## src/rtl/core/swalk_pkg.sv

```systemverilog
// ----------------------------------------------------------------------------
// swalk_pkg: shared types and codes for the self-avoiding walk step block
// Direction codes in ascending node order, event codes, pick result struct.
// ----------------------------------------------------------------------------
package swalk_pkg;

  localparam int DEF_MAX_SIDE = 64;
  localparam int SIDE_RESET   = 10;
  localparam logic [15:0] TRY_MAX = 16'hFFFF;

  // neighbour directions, in ascending node index order
  localparam logic [1:0] DIR_UP    = 2'd0;
  localparam logic [1:0] DIR_LEFT  = 2'd1;
  localparam logic [1:0] DIR_RIGHT = 2'd2;
  localparam logic [1:0] DIR_DOWN  = 2'd3;

  // result event codes
  localparam logic [1:0] EV_MOVED    = 2'd0;
  localparam logic [1:0] EV_STUCK    = 2'd1;
  localparam logic [1:0] EV_COMPLETE = 2'd2;

  typedef struct packed {
    logic       found;
    logic [1:0] dir;
  } pick_t;

endpackage

```

## src/rtl/core/swalk_pick.sv

```systemverilog
// ----------------------------------------------------------------------------
// swalk_pick: free neighbour selection
// Counts free neighbours and picks entry rnd mod count among them.
// ----------------------------------------------------------------------------
module swalk_pick
  import swalk_pkg::*;
(
  input  logic [3:0]  free,
  input  logic [15:0] rnd,
  output pick_t       pick
);

  // 4^k = 1 mod 3: fold 2-bit digits
  function automatic logic [1:0] mod3_16(input logic [15:0] v);
    logic [4:0] s0;
    logic [3:0] s1;
    logic [2:0] s2;
    logic [1:0] s3;
    s0 = 5'd0;
    for (int i = 0; i < 8; i++) begin
      s0 = s0 + {3'd0, v[2*i +: 2]};
    end
    s1 = {1'b0, s0[4:2]} + {2'd0, s0[1:0]};
    s2 = {1'b0, s1[3:2]} + {1'b0, s1[1:0]};
    s3 = {1'b0, s2[2]} + s2[1:0];
    return (s3 == 2'd3) ? 2'd0 : s3;
  endfunction

  logic [2:0] n;
  logic [1:0] k;
  logic [1:0] seen;

  always_comb begin
    n = 3'd0;
    for (int i = 0; i < 4; i++) begin
      n = n + {2'd0, free[i]};
    end
    case (n)
      3'd2:    k = {1'b0, rnd[0]};
      3'd3:    k = mod3_16(rnd);
      3'd4:    k = rnd[1:0];
      default: k = 2'd0;
    endcase
  end

  always_comb begin
    pick.found = (n != 3'd0);
    pick.dir   = DIR_UP;
    seen       = 2'd0;
    for (int i = 0; i < 4; i++) begin
      if (free[i]) begin
        if (seen == k) pick.dir = 2'(i);
        seen = seen + 2'd1;
      end
    end
  end

endmodule

```

## config.mk

```make
export PLATFORM = sky130hd
export DESIGN_NAME = swalk_pick
export DESIGN_NICKNAME = d
export VERILOG_FILES = /design/src/rtl/core/swalk_pkg.sv /design/src/rtl/core/swalk_pick.sv
export SDC_FILE = /design/constraint.sdc
export NUM_CORES = 1
export LEC_CHECK = 0
export BUFFER_PORTS_ARGS = -buffer_cell sky130_fd_sc_hd__buf_4
export CORE_MARGIN = 10
export CORE_UTILIZATION = 51
export DETAILED_ROUTE_END_ITERATION = 10
export PLACE_DENSITY_LB_ADDON = 0.12
export SLEW_MARGIN = 10
export SYNTH_ARGS = -nofsm -noshare
export SYNTH_HDL_FRONTEND = slang
export SYNTH_SLANG_ARGS = --single-unit
```

## constraint.sdc

```tcl
create_clock -name vclk -period 5.7
set_input_delay 0.285 -clock vclk [all_inputs]
set_output_delay 0.285 -clock vclk [all_outputs]
set_load 0.02 [all_outputs]
```

-- Word-level counts from Yosys, hierarchy flattened
Index checks and enable logic that the tools add are counted.
- output and inout port bits: 3
- flip-flop bits (word level): 0
- input port bits: 20
- reductions and logical operators: 1
- mux-type cells: 11
- add/subtract/negate cells: 15
- equality and inequality tests: 7
- operators by type and width (cell ; number):
    $add A5 B2 Y5 ; 4
    $mux W2 ; 7
    $add A3 B2 Y4 ; 2
    $add A2 B2 Y3 ; 2
    $eq A2 B2 Y1 ; 3
    $eq A3 B2 Y1 const B ; 2
    $pmux W2 S3 ; 1
    $add A4 B2 Y5 ; 1
    $add A2 B1 Y2 const B ; 2
    $add A2 B1 Y3 ; 1
    $add A3 B1 Y3 ; 1
    $eq A3 B3 Y1 const B ; 1
    $mux W1 ; 3
    $reduce_bool A3 Y1 ; 1
    $add A1 B1 Y2 ; 1
    $add A1 B2 Y2 ; 1
    $eq A2 B2 Y1 const B ; 1

-- Logic depth before layout (Yosys ltp)
Gate-level depths: netlist (run 1).
- depth in word-level cells: 20
- depth in mapped cells: 22
- depth with buffers taken out: 22

-- Worst setup path after synthesis (run 1)
OpenSTA, ideal clock, no wires.
- kind: in2out
- start: in rnd[1]
- end: out pick[0] (netlist bit)
- cell stages on the path: 22
- data required time: 5.415 ns
- path slack: -0.241 ns
- data arrival time: 5.656 ns
- cells stage by stage: inv_1 -> fa_1 -> fa_1 -> fa_1 -> fa_1 -> inv_1 -> ha_1 -> fa_1 -> ha_1 -> inv_1 -> fa_1 -> xor2_1 -> ha_1 -> inv_1 -> fa_1 -> inv_1 -> ha_1 -> and4bb_1 -> a21oi_4 -> xnor2_1 -> o211ai_1 -> a32oi_1
- RTL lines (element ; line ; text):
    from (decl) ; swalk_pick.sv:9 ; input logic [15:0] rnd,
    to (decl) ; swalk_pick.sv:10 ; output pick_t pick

==> flow_metrics.tcl, run 1 <==
set metrics [dict create \
    num_rows 14 \
    hold_buffers 0 \
    final.period_utilization_pct 103.6 \
    place_area_um2 1062 \
    drc 0 \
    status "complete, but fails checks" \
    wirelength_um 1606 \
    path_max_fanout 4 \
    relSlewSlack_pct 80.22 \
    final_antenna_net_count 0 \
    first_global_vias 646 \
    max-cap-violations 0 \
    place_inst 125 \
    drtIter0Drc 2 \
    synth_area_leader_cell "fa_1" \
    seq_area_um2 0 \
    whs_endpoint "pick[1]" \
    clock.fmax_mhz 169.3 \
    io_buffers 23 \
    ys_warn_count 0 \
    critPathKind "in -> out" \
    worstSetupEndpointType "primary output" \
    finalNetCount 159 \
    grt_use_total_pct 9.591 \
    drv_slew 0 \
    layout_commonest_cell "buf_4" \
    antennaDiodeCount 0 \
    syn-cell-area_um2 813.3 \
    antenna_found_initial 0 \
    nFillCells 114 \
    dp_hpwl_um 1562 \
    hold_viol 0 \
    grt_overflow_total 0 \
    start_kind "input pin" \
    finalSetupViolations 2 \
    yosys.area.top_type_share_pct 34.46 \
    stdcell_area_um2 1125 \
    synth.distinct_cells 22 \
    dieArea_um2 3592 \
    hold_class "in -> out" \
    timing.hold.ws_ns 0.9511 \
    nClkBuffers 0 \
    gp_congestion 0.7044 \
    synth_area_leaders "fa_1 (34%), ha_1 (20%), inv_1 (12%)" \
    worstPathArrival_ns 5.62 \
    dieWidth_um 59.94 \
    fin_cells 126 \
    min_period_ns 5.906 \
    die_h_um 59.94 \
    ios 23 \
    syn_to_final_growth_pct 38.31 \
    wire_per_inst_um 12.75 \
    routed_via_density 4.770 \
    hp-start "free[3]" \
    hold_path_depth 4 \
    rsz0062_at_grt "true" \
    grt_pass1_wl_um 2835 \
    crit_required_ns 5.41 \
    syn_avg_cell_area_um2 9.918 \
    violations "negative setup slack" \
    netlist_instances 82 \
    post-route-util_pct 74.67 \
    initial_core_util_pct 53.99 \
    tightestPinTransition_ns 0.2945 \
    seq_area_frac_synth_pct 0 \
    fin_ws_ns -0.2056 \
    layout_common_cells "buf_4 (25), inv_1 (21), fa_1 (12)" \
    dr_total_vias 601 \
    drtPass1Iterations 2 \
    drive_above_1_share_pct 46.36 \
    core_area_um2 1506 \
    synth_nets 129 \
    grt_max_degree 8 \
    design.seq.count 0 \
]
-- critical path, stage by stage --
cell and delay [ns]:
buf_6 0.07, inv_2 0.03, fa_1 0.50, fa_1 0.58, fa_1 0.43, fa_1 0.50, inv_1 0.05, ha_2 0.17
fa_1 0.48, ha_2 0.18, inv_2 0.04, fa_2 0.33, xor2_1 0.15, ha_2 0.19, inv_2 0.03, fa_2 0.32
inv_2 0.07, ha_4 0.20, and4bb_1 0.29, a21oi_4 0.10, xnor2_1 0.14, o211ai_1 0.12, a32oi_2 0.17, buf_4 0.17
-- area by class of cell --
| class | count | area [um^2] | area share (%) |
|---|---|---|---|
| well taps | 16 | 20.02 | 1.780 |
| multi-input cells | 55 | 782.0 | 69.52 |
| repair buffers | 28 | 221.5 | 19.69 |
| inverters | 27 | 101.3 | 9.010 |
-- synthesized netlist by cell type --
library cell	n
a21oi_4	1
nand4b_1	1
nand3b_1	1
and4bb_1	2
o211ai_1	2
o32ai_4	1
o21ai_1	1
or2_2	1
a21o_1	1
fa_1	14
nand3_1	1
o21ai_0	1
nand2_1	1
xor2_1	3
xnor2_1	5
a21oi_1	2
nand4b_4	1
xnor2_2	1
a32oi_1	1
inv_1	27
ha_1	13
or3_2	1
-- layer usage --
metal / GRT usage [%] / routed length, um
met1: 13.06 / 696
met3: 1.059 / 72
met2: 16.62 / 837
met4: 0 / 0
met5: 0 / 0
-- cell families (layout without fill, tap and decap cells) --
logic type / count (synthesis) / in the layout / share of synthesized area (%)
fa+ha+maj: 27 / 27 / 54.46
buf+inv: 27 / 55 / 12.46
simple gates: 9 / 9 / 10.77
compound gates: 10 / 10 / 11.69
xor+xnor: 9 / 9 / 10.62
-- stage by stage --
step / setup slack (ns) / setup TNS [ns]
3_3_place_gp: -0.2964 / -0.5133
6_report: -0.2056 / -0.3072
5_1_grt: -0.4024 / -0.7166
4_1_cts: -0.3072 / -0.5512
2_1_floorplan: -0.08298 / -0.08298
3_5_place_dp: -0.3844 / -0.6420
-- worst max path at each step --
stage,startpoint,to,slack [ns],depth (start not counted)
detailed placement,rnd[7],pick[0],-0.38,24
CTS,rnd[7],pick[0],-0.31,24
global placement,rnd[7],pick[0],-0.30,24
floorplan,rnd[7],pick[0],-0.08,20
global route,rnd[3],pick[0],-0.40,24
finish,rnd[5],pick[0],-0.21,24
-- what timing repair did --
action | 4_1_cts | 5_1_grt
buffers inserted | 1 | 0
endpoints found under the setup margin | 2 | 2
endpoints found under the hold margin | 0 | 0
gates resized for setup | 8 | 7
pin swaps | 7 | 14
Power of run 1 is not shown: default switching activity piles up to over one toggle a cycle in this logic, so the estimate is an artifact.
==> run 2, diff against run 1 <==
--- a/config.mk
+++ b/config.mk
@@ -10,6 +10,7 @@
 export CORE_UTILIZATION = 51
 export DETAILED_ROUTE_END_ITERATION = 10
 export PLACE_DENSITY_LB_ADDON = 0.12
+export SETUP_SLACK_MARGIN = 0.3
 export SLEW_MARGIN = 10
 export SYNTH_ARGS = -nofsm -noshare
 export SYNTH_HDL_FRONTEND = slang
==> constraint.sdc (replaced) <==
create_clock -name vclk -period 5.7
set_input_delay 0 -clock vclk [all_inputs]
set_output_delay 0 -clock vclk [all_outputs]
set_load 0.02 [all_outputs]
==> run 2 against run 1 <==
The flow now finishes without violations. Via count is 4.7% higher. Critical path depth stayed put. Cell count is 1.6% lower. Utilization is 0.91 points lower. Flip-flop and latch count stayed put. Design area is 1.2% lower. First-iteration DRC count is 50% higher. Hold slack worse by 0.58 ns. Count of clock-buffer cells in the layout stayed put. Die area stayed put. Global-route usage is 0.76 points higher. Critical path type unchanged. Highest routed layer is now met4.
==> flow_metrics.tcl, run 2 (synthesis gave the netlist of run 1 again) <==
set metrics [dict create \
    nFillCells 107 \
    seq_area_um2 0 \
    die_h_um 59.94 \
    cp_slowest_cell "fa_1" \
    worstPathArrival_ns 5.50 \
    multi_input_area_um2 790.8 \
    nClkBuffers 0 \
    drive_above_1_share_pct 43.52 \
    hold_viol 0 \
    ios 23 \
    final_antenna_net_count 0 \
    whs_endpoint "pick[0]" \
    grt_use_total_pct 10.35 \
    dieWidth_um 59.94 \
    layout_common_cells "buf_4 (25), inv_1 (23), fa_1 (11)" \
    first_global_vias 685 \
    start_kind "input pin" \
    layout_commonest_cell "buf_4" \
    dieArea_um2 3592 \
    drv_slew 0 \
    antenna_found_initial 0 \
    dr_total_vias 629 \
    antennaDiodeCount 0 \
    min_period_ns 5.502 \
    path_max_fanout 5 \
    hold_class "in -> out" \
    max_stage_delay_ns 0.56 \
    relSlewSlack_pct 79.12 \
    tightestPinTransition_ns 0.3132 \
    max-cap-violations 0 \
    io_buffers 23 \
    design.seq.count 0 \
    clock.fmax_mhz 181.8 \
    initial_core_util_pct 53.99 \
    wirelength_um 1779 \
    fin_ws_ns 0.1984 \
    routed_via_density 5.073 \
    wire_per_inst_um 14.35 \
    status "completed" \
    drtPass1Iterations 4 \
    grt_overflow_total 0 \
    grt_pass1_wl_um 3105 \
    path_cells "buf_6 > fa_1 > inv_2 > fa_1 > fa_1 > fa_1 > inv_1 > ha_2 > fa_2 > ha_4 > inv_2 > fa_2 > xor2_2 > ha_2 > inv_2 > fa_2 > inv_2 > ha_4 > and4bb_1 > a21oi_4 > xnor2_2 > o211ai_1 > a32oi_1 > buf_4" \
    hold_buffers 0 \
    drc 0 \
    hold_path_depth 3 \
    core_area_um2 1506 \
    dp_slack_ns -0.0005378 \
    crit_required_ns 5.70 \
    final.period_utilization_pct 96.52 \
    finalNetCount 157 \
    num_rows 14 \
    gp_congestion 0.7943 \
    syn_to_final_growth_pct 36.62 \
    worstSetupEndpointType "primary output" \
    hp-start "free[2]" \
    rsz0062_at_grt "true" \
    finalSetupViolations 0 \
    grt_max_degree 8 \
    dp_hpwl_um 1488 \
    drtIter0Drc 3 \
    critPathKind "in -> out" \
]
[run 2: cell count changes in the layout (fill, tap and decap cells not counted), moves of 2 or more]
cell | previous run | this run
buf_6 | 3 | 1
inv_2 | 6 | 4
inv_1 | 21 | 23
xor2_2 | 0 | 2
xor2_1 | 3 | 1
[run 2: worst max-delay path by stage]
| stage | slack [ns] | to | start | cells after the start |
|---|---|---|---|---|
| finish | 0.20 | pick[0] | rnd[13] | 24 |
| global route | -0.009 | pick[0] | rnd[13] | 24 |
| CTS | 0.18 | pick[0] | rnd[13] | 24 |
| detailed placement | -0.0005 | pick[0] | rnd[1] | 24 |
| global placement | 0.13 | pick[0] | rnd[1] | 24 |
| floorplan | 0.33 | pick[0] | rnd[1] | 22 |
[run 2: what timing repair did]
item | 4_1_cts | 5_1_grt
setup buffers | 2 | 1
setup endpoints to repair | 2 | 2
pin swaps | 17 | 13
resized for setup | 14 | 5
[run 2: layout make-up]
type,instances,share of cell area (%)
Inverter,27,9.122
Multi-Input combinational cell,55,71.17
Tap cell,16,1.802
Timing Repair Buffer,26,17.91
[run 2: worst max-delay path, delay by kind of cell]
family                   cells  cell delay [ns]
AO/OA/AOI/OAI                3             0.56
adder cells (fa/ha/maj)     11             3.92
buffers and inverters        7             0.48
XOR/XNOR                     2             0.29
AND/OR/NAND/NOR              1             0.23
[run 2: metrics by stage]
stage / cell area (um^2) / cells / utilization (%) / setup TNS, ns / hold slack (ns)
floorplan: 813.3 / 82 / - / 0 / 0.1818
global placement: 1006 / 121 / 66.78 / 0 / 0.3550
CTS: 1069 / 123 / 70.93 / 0 / 0.3745
finish: 1111 / 124 / 73.75 / 0 / 0.3707
global route: 1111 / 124 / 73.75 / -0.008784 / 0.3839
detailed placement: 1006 / 121 / 66.78 / -0.0005378 / 0.3754
[run 2: routing by layer]
metal | track usage, % | share of wire [%]
met5 | 0 | 0
met3 | 2.754 | 9.6
met1 | 12.79 | 35
met4 | 0 | 0.96
met2 | 18.38 | 54
Power of run 2 is left out for the same reason.
